## src/rtl/uripd_pkg.sv

```systemverilog
// Shared types, status codes and character-class functions for the URI
// percent decoder. No dependencies.
`default_nettype none

package uripd_pkg;

    typedef struct packed {
        logic [7:0] in_byte;
        logic       in_last;
        logic [1:0] mode;
    } t_in_word;

    typedef struct packed {
        logic [7:0] out_byte;
        logic       out_last;
        logic [1:0] status;
        logic       out_empty;
    } t_out_word;

    // decode result handed from the decode stage to the result register
    typedef struct packed {
        logic      vld;
        t_out_word word;
    } t_dec_result;

    typedef enum logic [1:0] {
        ESC_IDLE = 2'd0,
        ESC_HI   = 2'd1,
        ESC_LO   = 2'd2
    } t_esc_phase;

    localparam logic [1:0] ST_OK       = 2'd0;
    localparam logic [1:0] ST_BAD_CHAR = 2'd1;
    localparam logic [1:0] ST_BAD_HEX  = 2'd2;
    localparam logic [1:0] ST_TRUNC    = 2'd3;

    localparam logic [1:0] MODE_QPARAM   = 2'd0;
    localparam logic [1:0] MODE_USERINFO = 2'd1;
    localparam logic [1:0] MODE_HOSTPATH = 2'd2;
    localparam logic [1:0] MODE_FRAGMENT = 2'd3;

    localparam logic [7:0] CH_PERCENT = 8'h25;
    localparam logic [7:0] CH_PLUS    = 8'h2B;
    localparam logic [7:0] CH_SPACE   = 8'h20;

    function automatic logic userinfo_ok(input logic [7:0] c);
        logic ok;
        ok = 1'b0;
        case (c) inside
            [8'h61:8'h7A], [8'h41:8'h5A], [8'h30:8'h39]: ok = 1'b1;
            // - . _ =
            8'h2D, 8'h2E, 8'h5F, 8'h3D: ok = 1'b1;
            // ! $ & ' ( ) * + , ;
            8'h21, 8'h24, 8'h26, 8'h27, 8'h28, 8'h29,
            8'h2A, 8'h2B, 8'h2C, 8'h3B: ok = 1'b1;
            default: ok = 1'b0;
        endcase
        return ok;
    endfunction

    function automatic logic fragment_ok(input logic [7:0] c);
        logic ok;
        ok = 1'b0;
        case (c) inside
            // : @ / ?
            8'h3A, 8'h40, 8'h2F, 8'h3F: ok = 1'b1;
            default: ok = userinfo_ok(c);
        endcase
        return ok;
    endfunction

    // bit 4 set means not a hex digit
    function automatic logic [4:0] hex_value(input logic [7:0] c);
        logic [4:0] v;
        v = 5'h10;
        case (c) inside
            [8'h30:8'h39]: v = {1'b0, 4'(c - 8'h30)};
            [8'h61:8'h66]: v = {1'b0, 4'(c - 8'h57)};
            [8'h41:8'h46]: v = {1'b0, 4'(c - 8'h37)};
            default:       v = 5'h10;
        endcase
        return v;
    endfunction

endpackage

`default_nettype wire

```

## src/rtl/uripd_decode.sv

```systemverilog
// Per-byte decode step: escape and skip state registers plus the
// combinational decision for one word. Depends on uripd_pkg.
`default_nettype none

module uripd_decode (
    input  wire logic                  i_clk,
    input  wire logic                  i_rst_n,
    input  wire logic                  i_adv,
    input  wire uripd_pkg::t_in_word   i_word,
    output uripd_pkg::t_dec_result     o_res
);
    import uripd_pkg::*;

    t_esc_phase r_phase, n_phase;
    logic [3:0] r_hi_nib, n_hi_nib;
    logic       r_skip, n_skip;

    logic [7:0] c;
    logic       last;
    logic [1:0] mode;
    logic [4:0] hv;

    assign c    = i_word.in_byte;
    assign last = i_word.in_last;
    assign mode = i_word.mode;
    assign hv   = hex_value(c);

    always_comb begin
        n_phase  = r_phase;
        n_hi_nib = r_hi_nib;
        n_skip   = r_skip;
        o_res    = '0;

        if (r_skip) begin
            if (last) begin
                n_skip   = 1'b0;
                n_phase  = ESC_IDLE;
                n_hi_nib = '0;
            end
        end else if (r_phase == ESC_HI || r_phase == ESC_LO) begin
            if (hv[4]) begin
                n_phase              = ESC_IDLE;
                n_hi_nib             = '0;
                n_skip               = !last;
                o_res.vld            = 1'b1;
                o_res.word.out_last  = 1'b1;
                o_res.word.status    = ST_BAD_HEX;
            end else if (r_phase == ESC_HI) begin
                if (last) begin
                    n_phase             = ESC_IDLE;
                    n_hi_nib            = '0;
                    o_res.vld           = 1'b1;
                    o_res.word.out_last = 1'b1;
                    o_res.word.status   = ST_TRUNC;
                end else begin
                    n_hi_nib = hv[3:0];
                    n_phase  = ESC_LO;
                end
            end else begin
                n_phase             = ESC_IDLE;
                n_hi_nib            = '0;
                o_res.vld           = 1'b1;
                o_res.word.out_byte = {r_hi_nib, hv[3:0]};
                o_res.word.out_last = last;
                o_res.word.status   = ST_OK;
            end
        end else begin
            // idle (phase three is never reached and acts as idle)
            n_phase = ESC_IDLE;
            if ((mode == MODE_USERINFO && userinfo_ok(c)) ||
                (mode == MODE_FRAGMENT && fragment_ok(c))) begin
                o_res.vld           = 1'b1;
                o_res.word.out_byte = c;
                o_res.word.out_last = last;
            end else if (c == CH_PERCENT) begin
                if (last) begin
                    n_hi_nib            = '0;
                    o_res.vld           = 1'b1;
                    o_res.word.out_last = 1'b1;
                    o_res.word.status   = ST_TRUNC;
                end else begin
                    n_phase = ESC_HI;
                end
            end else if (mode == MODE_USERINFO || mode == MODE_FRAGMENT) begin
                n_hi_nib            = '0;
                n_skip              = !last;
                o_res.vld           = 1'b1;
                o_res.word.out_last = 1'b1;
                o_res.word.status   = ST_BAD_CHAR;
            end else begin
                o_res.vld           = 1'b1;
                o_res.word.out_byte = (mode == MODE_QPARAM && c == CH_PLUS) ? CH_SPACE : c;
                o_res.word.out_last = last;
            end
        end
    end

    always_ff @(posedge i_clk) begin
        if (!i_rst_n) begin
            r_phase  <= ESC_IDLE;
            r_hi_nib <= '0;
            r_skip   <= 1'b0;
        end else if (i_adv) begin
            r_phase  <= n_phase;
            r_hi_nib <= n_hi_nib;
            r_skip   <= n_skip;
        end
    end

endmodule

`default_nettype wire

```

## src/rtl/uri_percent_decoder.sv

```systemverilog
// URI component percent decoder top level: input register, decode step,
// result register. Depends on uripd_pkg and uripd_decode.
//
// Usage:
//   Input channel (i_in_valid / o_in_ready / i_in_word) carries one raw byte
//   of a URI component per word, with in_last on the final byte and the mode
//   (query param, userinfo, host/path, query/fragment) alongside.
//   Output channel (o_out_valid / i_out_ready / o_out_word) gives at most one
//   result word per input word: a decoded byte, or an error word with
//   out_last set. '%' and the first hex digit of an escape give no word;
//   after an error the rest of the string is dropped silently.
//   Path: an accepted word passes the input register, the decode step and
//   then the result register. Throughput: one word per cycle while
//   i_out_ready stays high, set by the combinational decode between the
//   two registers. While a result waits, the input register still takes
//   one more word, which then holds until the result register frees up.
//   Stall: when the receiver holds i_out_ready low with a result pending,
//   the input register fills and o_in_ready drops; nothing is lost.
//   Reset: synchronous active-low i_rst_n empties both registers and clears
//   the escape and skip state.
`default_nettype none

module uri_percent_decoder (
    input  wire logic                 i_clk,
    input  wire logic                 i_rst_n,
    input  wire logic                 i_in_valid,
    output logic                      o_in_ready,
    input  wire uripd_pkg::t_in_word  i_in_word,
    output logic                      o_out_valid,
    input  wire logic                 i_out_ready,
    output uripd_pkg::t_out_word      o_out_word
);
    import uripd_pkg::*;

    logic        r_in_vld;
    t_in_word    r_in_word;
    logic        r_out_vld;
    t_out_word   r_out_word;

    logic        out_free;
    logic        adv;
    t_dec_result dec_res;

    assign out_free   = !r_out_vld || i_out_ready;
    assign adv        = r_in_vld && out_free;
    assign o_in_ready = !r_in_vld || adv;

    uripd_decode u_decode (
        .i_clk   (i_clk),
        .i_rst_n (i_rst_n),
        .i_adv   (adv),
        .i_word  (r_in_word),
        .o_res   (dec_res)
    );

    always_ff @(posedge i_clk) begin
        if (!i_rst_n) begin
            r_in_vld <= 1'b0;
        end else if (o_in_ready) begin
            r_in_vld <= i_in_valid;
        end
    end

    always_ff @(posedge i_clk) begin
        if (o_in_ready && i_in_valid) begin
            r_in_word <= i_in_word;
        end
    end

    always_ff @(posedge i_clk) begin
        if (!i_rst_n) begin
            r_out_vld <= 1'b0;
        end else if (out_free) begin
            r_out_vld <= adv && dec_res.vld;
        end
    end

    always_ff @(posedge i_clk) begin
        if (adv && dec_res.vld && out_free) begin
            r_out_word <= dec_res.word;
        end
    end

    assign o_out_valid = r_out_vld;
    assign o_out_word  = r_out_word;

endmodule

`default_nettype wire
```

## config.mk

```make
export PLATFORM = sky130hd
export DESIGN_NAME = uri_percent_decoder
export DESIGN_NICKNAME = d
export VERILOG_FILES = /design/src/rtl/uripd_pkg.sv /design/src/rtl/uripd_decode.sv /design/src/rtl/uri_percent_decoder.sv
export SDC_FILE = /design/constraint.sdc
export NUM_CORES = 1
export LEC_CHECK = 0
export BUFFER_PORTS_ARGS = -buffer_cell sky130_fd_sc_hd__buf_2
export CAP_MARGIN = 20
export CORE_ASPECT_RATIO = 0.7
export CORE_MARGIN = 2
export CORE_UTILIZATION = 30
export CTS_CLUSTER_DIAMETER = 40
export DETAILED_ROUTE_END_ITERATION = 10
export GPL_TIMING_DRIVEN = 0
export PLACE_DENSITY_LB_ADDON = 0.05
export SLEW_MARGIN = 20
export SYNTH_ARGS = -nofsm -noshare
export SYNTH_HDL_FRONTEND = slang
export SYNTH_HIERARCHICAL = 1
export SYNTH_SLANG_ARGS = --single-unit
export TNS_END_PERCENT = 10
```

## constraint.sdc

```tcl
create_clock -name i_clk -period 8.45 [get_ports i_clk]
set_input_delay 1.69 -clock i_clk [delete_from_list [all_inputs] [get_ports i_clk]]
set_output_delay 1.69 -clock i_clk [all_outputs]
set_load 0.005 [all_outputs]
```

* Word-level counts from Yosys, hierarchy flattened *
Index checks and enable logic that the tools add are counted.

storage, ports and cells
  bits in registers = 31
  input port bits = 15
  output and inout bits = 14
  logic and storage cells = 130

cells by class
  add/subtract/negate cells = 3
  order comparisons = 8
  eq/ne operators = 25
  multiplexer cells = 55
  reduce and logical (&&, ||, !) cells = 28

operators with widths
  kind                                                               count
  equality test 8 x 6 -> 1 bit, second input constant                17
  2-to-1 mux 8 bit                                                   5
  2-to-1 mux 4 bit                                                   9
  less-or-equal comparator 8 x 7 -> 1 bit, second input constant     4
  2-to-1 mux 12 bit                                                  2
  2-to-1 mux 1 bit                                                   22
  2-to-1 mux 2 bit                                                   9
  equality test 8 x 7 -> 1 bit, second input constant                2
  greater-or-equal comparator 8 x 7 -> 1 bit, second input constant  2
  2-to-1 mux 5 bit                                                   3
  logical AND 1 bit                                                  12
  2-to-1 mux 3 bit                                                   4
  2-to-1 mux 10 bit                                                  1
  OR reduction 10 bit                                                1
  greater-or-equal comparator 8 x 6 -> 1 bit, second input constant  1
  less-or-equal comparator 8 x 6 -> 1 bit, second input constant     1
  OR reduction 4 bit                                                 2
  subtractor 4 x 3 -> 4 bit, second input constant                   2
  logical OR 1 bit                                                   5
  equality test 2 x 1 -> 1 bit, second input constant                2
  equality test 2 bit, second input constant                         2
  nonzero test 4 bit                                                 1
  subtractor 4 x 1 -> 4 bit, second input constant                   1
  zero test 1 bit                                                    3
  6 further kinds                                                    6

* Depth between registers and ports, before layout *
Gate-level depths: netlist of the first run.

  word-level depth = 15
  gate-level depth with buffers = 10

* By module *
Netlist of the first run, hierarchy kept.

by module, submodules not included
  module               times used  cells an instance  area an instance (µm²)
  uripd_decode         1           153                1063.5
  uri_percent_decoder  1           36                 803.3

* Least setup slack after synthesis of the first run *
Ideal clock, no wire load.

  path type = input-to-output
  from = input i_out_ready
  to = output o_in_ready
  arrival = 1853 ps
  slack = 4907 ps
  cell stages on the path = 2
  path through = nor2b_4 nand2_1

between the ends
  cells in the longest elaborated chain, start to end = 3

RTL lines
  element            RTL line                   source
  start, declared    uri_percent_decoder.sv:30  input wire logic i_out_ready,
  logical OR 1 bit   uri_percent_decoder.sv:44  assign out_free = !r_out_vld || i_out_ready;
  logical AND 1 bit  uri_percent_decoder.sv:45  assign adv = r_in_vld && out_free;
  logical OR 1 bit   uri_percent_decoder.sv:46  assign o_in_ready = !r_in_vld || adv;
  end, declared      uri_percent_decoder.sv:27  output logic o_in_ready,

No other way between the ends.

* Worst setup path in the final report of the first run *
Ends and elaborated chain as after synthesis.

==> results of run 1 <==
## Yosys cell counts, drive strengths merged (2+ instances only)
library cell,count,share of area
a211o,3,0.014
a211oi,2,0.0080
a21boi,2,0.0080
a21o,3,0.012
a21oi,11,0.029
a22o,4,0.019
a31o,2,0.0094
a31oi,2,0.0067
a32o,4,0.021
and4b,2,0.011
buf,4,0.011
clkbuf,4,0.0080
dfxtp,9,0.097
edfxtp,23,0.37
ha,5,0.034
inv,12,0.024
nand2,23,0.046
nand3,5,0.013
nand3b,3,0.012
nand4,2,0.010
nor2,15,0.030
nor2b,4,0.017
nor3,7,0.021
nor3b,2,0.0080
o21a,2,0.0080
o21ai,9,0.024
o21bai,2,0.0080
or3b,2,0.0094
xor2,2,0.0094
## area by class of cell
class | count | share of cell area
Multi-Input combinational cell | 137 | 0.415
Clock buffer | 6 | 0.0327
Tap cell | 78 | 0.0440
Buffer | 8 | 0.0164
Sequential cell | 32 | 0.393
Inverter | 12 | 0.0203
Timing Repair Buffer | 28 | 0.0632
Clock inverter | 2 | 0.0158
## kinds of logic (layout without fill, tap and decap cells)
family,Yosys count,after routing,synth area share
buffers and inverters,20,56,0.0436
adder cells (fa/ha/maj),5,5,0.0335
AO/OA/AOI/OAI,53,53,0.211
other,1,1,0.00201
XOR/XNOR,2,2,0.00939
flip-flops,32,32,0.466
AND/OR/NAND/NOR,76,76,0.234
## stage by stage
stage          instance area (sq um)  hold slack [ns]  instances  worst slack, ns   util
2_1_floorplan                   1870            0.436        189             4.91      -
3_3_place_gp                    2100            0.448        295             4.66  0.344
3_5_place_dp                    2100            0.459        295             4.65  0.344
4_1_cts                         2210            0.469        303             4.65  0.361
5_1_grt                         2220            0.489        303             4.60  0.362
6_report                        2220            0.473        303             4.62  0.362
## sequential cells by signal (all words and copies together), names as in the netlist
signal,count
o_out_valid,1
o_out_word,12
r_in_vld,1
r_in_word,11
u_decode/r_hi_nib,4
u_decode/r_phase,2
u_decode/r_skip,1
## worst max-delay path: cells and delay by family
kind,cells,cell delay (ns)
and+or+nand+nor,2,0.20
buffers and inverters,2,0.25
## power by group through the flow
stage / clock, mW / sequential, mW / combinational (mW)
5_1_grt: 0.156 / 0.185 / 0.0533
2_1_floorplan: 0 / 0.185 / 0.0313
4_1_cts: 0.149 / 0.184 / 0.0479
3_5_place_dp: 0 / 0.187 / 0.0477
6_report: 0.145 / 0.183 / 0.0484
3_3_place_gp: 0 / 0.187 / 0.0467
## worst paths after layout
check / from / to / slack, ns / depth (start not counted)
max reg2reg: r_in_word[10] / o_out_word[8] / 5.37 / 8
max: i_out_ready / o_in_ready / 4.62 / 4
min: u_decode/r_phase[0] / u_decode/r_phase[0] / 0.47 / 2
min reg2reg: u_decode/r_phase[0] / u_decode/r_phase[0] / 0.47 / 2
## layer usage
metal | global-route usage | wire (um)
met5 | 0 | 0
met4 | 0.0335 | 42
met3 | 0.0430 | 299
met2 | 0.217 | 2070
met1 | 0.205 | 2380
## layout by cell type, fill, tap and decap left out, types with 3 or more instances in the layout
cell,instances
nand2_1,23
clkbuf_8,5
a21o_1,3
a32o_1,4
nand3_1,5
buf_2,30
clkbuf_1,5
a21oi_1,11
o21ai_0,8
nor2_1,14
nand3b_1,3
nor3_1,6
ha_1,5
dfxtp_1,9
inv_1,12
a211o_1,3
a22o_1,4
edfxtp_1,23
nor2b_1,3
==> run_results.csv, run 1 <==
group,metric,value,unit
status,outcome,"finished, final reports clean",
cts,clockBufferDepth,2,
run,maxCapViolCount,0,
sta,drv_slew,0,
sta,fin_skew,0.00730,ns
sta,relSlewSlack,0.568,
setup_path,crit_slowest_cell,"nor2b_4",
layout,area_growth,18.8,%
cts,ctsResizeCount,0,
detailed_routing,vias,1562,
cts,ctsHoldBuffers,0,
sta,period_minus_slack,3.83,ns
sta,setup_viol,0,
setup_path,path_class,"input port to output pin",
power_and_ir_drop,worst_ir_drop_vdd,0.0000951,V
synth,async_reset_ff_frac,0,
cts,root_buffer,"clkbuf_8",
synth,ys_seq_area_frac,0.466,
cts,post_cts_buffers,0,
power_and_ir_drop,p_int,0.285,mW
detailed_routing,drt_iter0_drc,103,
synth,ys_seq_elements,32,
synth,synth-warning-count,6,
place,port_buffers,28,
power_and_ir_drop,p_sw_frac,0.244,
cts,clock_sinks,32,
power_and_ir_drop,netSwitchingPower,0.0917,mW
setup_path,cp-start-kind,"input port",
cts,clk_latency,0.28,ns
place,dp_hpwl,3670,um
synth,syn_nets,209,
setup_path,cp_common_cell,"buf_2",
synth,ys_types,54,
synth,synth_area,1870,sq um
power_and_ir_drop,seq_power_share,0.487,
layout,drive_above_1_share,0.231,
layout,nFillCells,627,
floorplan,boundaryPins,29,
sta,hold_violations,0,
cts,htreeDepth,2,
setup_path,critPathMaxFanout,3,
detailed_routing,drtAntennaViolNets,0,
power_and_ir_drop,combPwrFrac,0.129,
floorplan,dieArea,6880,sq um
cts,path_clk_slew,0.07,ns
global_routing,grt_max_degree,13,
setup_path,worstPathRequired,6.76,ns
worst_hold_path,min_path_type,"flip-flop to flip-flop",
power_and_ir_drop,leakagePower,0.872,nW
sta,period_share,0.453,
global_routing,gr-usage-all-layers,0.144,
floorplan,start_util,0.305,
layout,final-seq-area,871,sq um
power_and_ir_drop,p_per_area,170,nW/um^2
setup_path,crit_path_max_incr_delay,0.14,ns
global_routing,grt_pass1_wl,7880,um
global_routing,grt_pass1_vias,1559,
sta,tightest_slew,0.648,ns
power_and_ir_drop,p_clk_frac,0.384,
floorplan,die_width,98.3,um
global_routing,antenna_found_initial,0,
detailed_routing,drt_pass1_iterations,5,
sta,rsz0062_at_grt,"no",
setup_path,cp.arrival,2.14,ns
power_and_ir_drop,power.total,0.376,mW
layout,fin_nets,244,
synth,synth-edff-count,23,
layout,insertedDiodeCount,0,
detailed_routing,drt-vias-per-instance,5.16,
detailed_routing,drt-total-wl,4790,um
sta,tns,0,ns
floorplan,coreArea,6130,sq um
floorplan,row_count,24,
synth,avgSynthCellArea,9.88,sq um
cts,cts_tree,"yes",
place,place_congestion,0.827,
detailed_routing,post_drt_wl_per_cell,15.8,um
setup_path,worstPathCellList,"buf_2, nor2b_4, nand2_1, buf_2",
detailed_routing,remaining_drc_errors,0,
cts,cts_buffers,5,
sta,fmax,261,MHz
synth,synthCells,189,
floorplan,die_y,70,um
setup_path,end_kind,"output pin",
global_routing,overflow,0,
synth,synthFlopType,"edfxtp_1",
layout,multi_input_area,921,sq um
No activity file was read; power rests on OpenSTA's default activity.
==> run 2, diff against run 1 <==
Settings changed: ABC_AREA set to 1.
Clock period 8.45 ns to 3.45 ns, I/O delays scaled along.
==> run 2 against run 1 <==
Worst setup slack lost 4.1 ns. Non-clock buffer count shrank 1. First-iteration DRC count grew 20%. Hold slack is essentially flat. Via count grew 15%. Register-to-register slack lost 4.8 ns.
==> run_results.csv, run 2 <==
group,metric,value,unit
floorplan,coreArea,6730,sq um
place,place_congestion,0.833,
synth,synth_area,2070,sq um
cts,root_buffer,"clkbuf_8",
synth,synth-edff-count,23,
cts,clockBufferDepth,2,
sta,hold_violations,0,
global_routing,overflow,0,
layout,final_cell_mix,"67 x nand2_1, 36 x inv_1, 29 x buf_2",
floorplan,dieArea,7610,sq um
synth,yosys.area.top_type,"edfxtp_1",
cts,path_clk_slew,0.07,ns
layout,area_growth,18.4,%
cts,ctsHoldBuffers,0,
layout,drive_above_1_share,0.218,
sta,fmax,346,MHz
place,port_buffers,28,
sta,relSlewSlack,0.563,
global_routing,antenna_found_initial,0,
setup_path,crit_slowest_cell,"edfxtp_1",
synth,yosysTopAreaCellShare,0.333,
worst_hold_path,min_path_type,"flip-flop to flip-flop",
sta,fin_skew,0.00759,ns
detailed_routing,vias,1797,
synth,synth_most_common_cell,"nand2_1",
cts,ctsResizeCount,0,
global_routing,grt_pass1_vias,1594,
floorplan,start_util,0.308,
detailed_routing,remaining_drc_errors,0,
setup_path,worstPathCellList,"inv_1, ha_1, nand3_2, nor2_1, a21boi_1, nand2_1, nand3_2, buf_6, a21oi_1, inv_1, nor3_2, buf_4",
setup_path,cp-start-kind,"flip-flop",
power_and_ir_drop,p_per_area,387,nW/um^2
setup_path,worstPathRequired,3.43,ns
global_routing,grt_max_degree,12,
layout,insertedDiodeCount,0,
global_routing,gr-usage-all-layers,0.145,
synth,synth-warning-count,6,
place,dp_hpwl,3980,um
detailed_routing,drt-vias-per-instance,4.47,
floorplan,die_y,73.6,um
cts,htreeDepth,2,
layout,fin_nets,327,
floorplan,die_width,103,um
setup_path,cp.arrival,2.87,ns
setup_path,path_class,"flip-flop to flip-flop",
synth,ys_types,35,
worst_hold_path,hold_depth,2,
run,maxCapViolCount,0,
cts,post_cts_buffers,0,
power_and_ir_drop,worst_ir_drop_vdd,0.000209,V
sta,period_share,0.837,
synth,ys_seq_elements,32,
synth,synthCells,271,
cts,cts_buffers,5,
floorplan,boundaryPins,29,
status,outcome,"finished, final reports clean",
cts,cts_tree,"yes",
synth,avgSynthCellArea,7.65,sq um
sta,drv_slew,0,
cts,clk_latency,0.28,ns
detailed_routing,drt-total-wl,5070,um
setup_path,end_kind,"flip-flop",
synth,ys_top_cells_by_area,"edfxtp_1 33%, nand2_1 12%, dfxtp_1 8.7%, inv_1 6.5%, nand3_1 5.5%",
setup_path,r2r_cells,12,
detailed_routing,drtAntennaViolNets,0,
sta,tns,0,ns
synth,syn_nets,291,
detailed_routing,drt_iter0_drc,124,
detailed_routing,post_drt_wl_per_cell,12.6,um
sta,tightest_slew,0.650,ns
power_and_ir_drop,leakagePower,1.16,nW
global_routing,grt_pass1_wl,8280,um
sta,setup_viol,0,
layout,largest_register_ffs,12,
setup_path,crit_path_max_incr_delay,0.53,ns
layout,mostFrequentLayoutCell,"nand2_1",
detailed_routing,drt_pass1_iterations,4,
setup_path,critPathMaxFanout,10,
synth,synthTopCellsByCount,"67 x nand2_1, 36 x inv_1, 28 x nor2_1",
synth,ys_seq_area_frac,0.420,
cts,clock_sinks,32,
floorplan,row_count,25,
power_and_ir_drop,power.total,0.951,mW
sta,period_minus_slack,2.89,ns
synth,async_reset_ff_frac,0,
sta,rsz0062_at_grt,"no",
synth,synthFlopType,"edfxtp_1",
==> run 2: cell types whose count changed after synthesis, sizes merged, moves of 4 or more <==
| cell | previous run | this run |
|---|---|---|
| nand3 | 5 | 30 |
| a32o | 4 | 0 |
| nor3 | 7 | 3 |
| a21oi | 11 | 19 |
| a22o | 4 | 0 |
| inv | 12 | 40 |
| nor2 | 15 | 33 |
| nand2 | 23 | 72 |
| nor2b | 4 | 0 |
==> run 2: layout make-up <==
type,instances,area [sq um]
flip-flops and latches,32,871
repair buffers,29,148
clock inverters,3,42.5
inverters,41,159
well taps,94,118
multi-input cells,192,1000
fillers,712,4270
plain buffers,6,50.0
clock buffers,5,68.8
==> run 2: metrics by stage <==
stage / setup slack (ns) / util / hold slack (ns) / instance area [sq um] / std cells
finish: 0.563 / 0.365 / 0.472 / 2460 / 402
global route: 0.196 / 0.365 / 0.509 / 2460 / 402
CTS: 0.557 / 0.365 / 0.474 / 2460 / 402
detailed placement: 0.573 / 0.349 / 0.463 / 2340 / 394
global placement: -0.335 / 0.347 / 0.463 / 2330 / 393
floorplan: 0.515 / - / 0.440 / 2070 / 271
==> run 2: worst paths after layout <==
check                                         start                  end  slack, ns
worst min register to register  u_decode/r_phase[0]  u_decode/r_phase[0]       0.47
worst min-delay path            u_decode/r_phase[0]  u_decode/r_phase[0]       0.47
worst max register to register         r_in_word[3]        o_out_word[7]       0.56
worst max-delay path                   r_in_word[3]        o_out_word[7]       0.56
==> run 2: power breakdown <==
| part | switching [mW] | internal [mW] |
|---|---|---|
| clock | 0.141 | 0.213 |
| sequential | 0.0180 | 0.436 |
| combinational | 0.0891 | 0.0527 |
| total | 0.248 | 0.703 |
==> run 2: routing by layer <==
layer / track usage / up-vias / share of wire
met5: 0 / - / 0
met4: 0.0322 / 0 / 0.0053
met3: 0.0428 / 2 / 0.059
met2: 0.182 / 52 / 0.36
met1: 0.235 / 782 / 0.57
li1: - / 961 / -
==> run 2: logic make-up (layout without fill, tap and decap cells) <==
| group | Yosys count | in the layout | synth area share |
|---|---|---|---|
| AND/OR/NAND/NOR | 147 | 147 | 0.338 |
| buffers and inverters | 47 | 84 | 0.101 |
| flip-flops | 32 | 32 | 0.420 |
| other | 1 | 1 | 0.00181 |
| AO/OA/AOI/OAI | 39 | 39 | 0.110 |
| adder cells (fa/ha/maj) | 5 | 5 | 0.0302 |
==> run 2: critical path: cells and delay by family (launching register included) <==
| family | cells | cell delay (ns) |
|---|---|---|
| simple gates | 5 | 0.84 |
| buf+inv | 4 | 0.72 |
| flops | 1 | 0.53 |
| fa+ha+maj | 1 | 0.27 |
| compound gates | 2 | 0.23 |
==> run 3, diff against run 2 <==
Clock period 3.45 ns to 3 ns, I/O delays scaled along.
==> run 3 against run 2 <==
Non-clock buffer count rose by 4. Highest routed layer unchanged. Die area unchanged. Largest power group unchanged. Largest cell class unchanged. Count of clock-buffer cells in the layout is the same.
==> run_results.csv, run 3 (same netlist as run 2, synthesis figures left out) <==
group,metric,value,unit
status,outcome,"finished, final reports clean",
run,maxCapViolCount,0,
detailed_routing,drt_pass1_iterations,4,
floorplan,start_util,0.308,
cts,clock_sinks,32,
setup_path,crit_slowest_cell,"edfxtp_1",
setup_path,crit_buf_inv,4,
sta,tightest_slew,0.636,ns
sta,period_share,0.895,
setup_path,cp.arrival,2.67,ns
cts,cts_buffers,5,
setup_path,worstPathRequired,2.99,ns
cts,path_clk_slew,0.07,ns
setup_path,end_kind,"flip-flop",
power_and_ir_drop,leakagePower,1.18,nW
power_and_ir_drop,p_per_area,441,nW/um^2
layout,mostFrequentLayoutCell,"nand2_1",
place,dp_cells,394,
floorplan,boundaryPins,29,
power_and_ir_drop,p_sw_frac,0.262,
power_and_ir_drop,netSwitchingPower,0.289,mW
sta,setup_viol,0,
power_and_ir_drop,seq_power_share,0.473,
detailed_routing,drt_iter0_drc,154,
global_routing,antenna_found_initial,0,
power_and_ir_drop,combPwrFrac,0.155,
layout,finish.instance_area,2500,sq um
power_and_ir_drop,p_int,0.812,mW
layout,insertedDiodeCount,0,
sta,fin_skew,0.00864,ns
cts,root_buffer,"clkbuf_8",
place,place_congestion,0.833,
detailed_routing,vias,1824,
layout,final-seq-area,871,sq um
power_and_ir_drop,power.total,1.10,mW
setup_path,critPathTopFamily,"simple AND/OR/NAND/NOR gates",
power_and_ir_drop,p_clk_frac,0.372,
global_routing,grt_pass1_vias,1594,
setup_path,worstPathCellList,"inv_1, ha_2, nand3_2, nor2_1, a21boi_1, nand2_1, nand3_2, buf_6, a21oi_1, inv_1, nor3_4, buf_6",
setup_path,critPathMaxFanout,10,
global_routing,grt_max_degree,12,
setup_path,crit_path_max_incr_delay,0.52,ns
floorplan,row_count,25,
global_routing,overflow,0,
layout,area_growth,20.4,%
sta,fmax,372,MHz
layout,nFillCells,713,
setup_path,path_class,"flip-flop to flip-flop",
floorplan,dieArea,7610,sq um
sta,period_minus_slack,2.68,ns
detailed_routing,post_drt_wl_per_cell,12.7,um
power_and_ir_drop,worst_ir_drop_vdd,0.000240,V
sta,relSlewSlack,0.573,
layout,multi_input_area,1010,sq um
worst_hold_path,min_path_type,"flip-flop to flip-flop",
sta,drv_slew,0,
detailed_routing,drt-vias-per-instance,4.49,
layout,instances_no_fill,406,
cts,clk_latency,0.28,ns
global_routing,gr-usage-all-layers,0.145,
detailed_routing,drtAntennaViolNets,0,
floorplan,die_y,73.6,um
sta,setup_slack,0.315,ns
layout,fin_nets,331,
detailed_routing,remaining_drc_errors,0,
layout,final_cell_mix,"67 x nand2_1, 36 x inv_1, 29 x buf_2",
detailed_routing,drt-total-wl,5150,um
global_routing,grt_pass1_wl,8280,um
floorplan,coreArea,6730,sq um
cts,cts_tree,"yes",
place,port_buffers,28,
layout,drive_above_1_share,0.234,
layout,largest_register_ffs,12,
place,dp_hpwl,3980,um
floorplan,die_width,103,um
cts,htreeDepth,2,
sta,tns,0,ns
place,preCtsSetupSlack,0.123,ns
cts,clockBufferDepth,2,
sta,rsz0062_at_grt,"no",
setup_path,cp-start-kind,"flip-flop",
place,dpl_cell_area,2340,sq um
sta,hold_violations,0,
==> run 3: cell count changes in the layout (fill, tap and decap cells not counted) <==
cell / change
ha_1: -2
clkbuf_2: +1
nor3_4: +1
nor3_2: -1
ha_2: +2
buf_6: +1
buf_4: +2
==> run 3: final timing paths <==
check,from,to,slack (ns),cells past startpoint
setup reg to reg,r_in_word[3],o_out_word[5],0.32,12
hold / removal,u_decode/r_phase[0],u_decode/r_phase[0],0.47,2
hold reg to reg,u_decode/r_phase[0],u_decode/r_phase[0],0.47,2
setup / recovery,r_in_word[3],o_out_word[5],0.32,12
==> run 3: layout make-up <==
| class | count | share of cell area |
|---|---|---|
| Inverter | 41 | 0.0636 |
| Clock buffer | 5 | 0.0275 |
| Buffer | 6 | 0.0200 |
| Clock inverter | 3 | 0.0170 |
| Timing Repair Buffer | 33 | 0.0716 |
| Sequential cell | 32 | 0.349 |
| Multi-Input combinational cell | 192 | 0.405 |
| Tap cell | 94 | 0.0471 |
==> run 3: repair_timing <==
| item | CTS | global route |
|---|---|---|
| resized for setup | 0 | 4 |
| hold buffers | 0 | 0 |
| endpoints found under the setup margin | 0 | 12 |
| buffers inserted | 0 | 4 |
==> run 3: power by group through the flow <==
stage               Combinational (mW)  Sequential (mW)  Clock (mW)
global route                     0.194            0.525       0.442
CTS                              0.164            0.522       0.423
finish                           0.171            0.521       0.409
floorplan                        0.113            0.526           0
detailed placement               0.163            0.532           0
global placement                 0.163            0.533           0
==> run 3: worst reg2reg max path: stages (launching register included) <==
cell and delay, ns:
edfxtp_1 0.52, inv_1 0.17, ha_2 0.25, nand3_2 0.11, nor2_1 0.15, a21boi_1 0.08
nand2_1 0.08, nand3_2 0.18, buf_6 0.21, a21oi_1 0.14, inv_1 0.10, nor3_4 0.21
buf_6 0.19
==> run 3: per-stage QoR <==
stage	hold slack [ns]	utilization
after floorplan	0.440	-
after CTS	0.474	0.365
after detailed placement	0.463	0.349
after global placement	0.463	0.347
final	0.472	0.372
after global routing	0.474	0.372
==> run 3: routing by layer <==
| metal | global-route usage | vias up | routed length (um) |
|---|---|---|---|
| met5 | 0 | - | 0 |
| met4 | 0.0322 | 0 | 27 |
| met3 | 0.0428 | 2 | 461 |
| met2 | 0.182 | 68 | 1880 |
| met1 | 0.235 | 788 | 2780 |
| li1 | - | 966 | - |
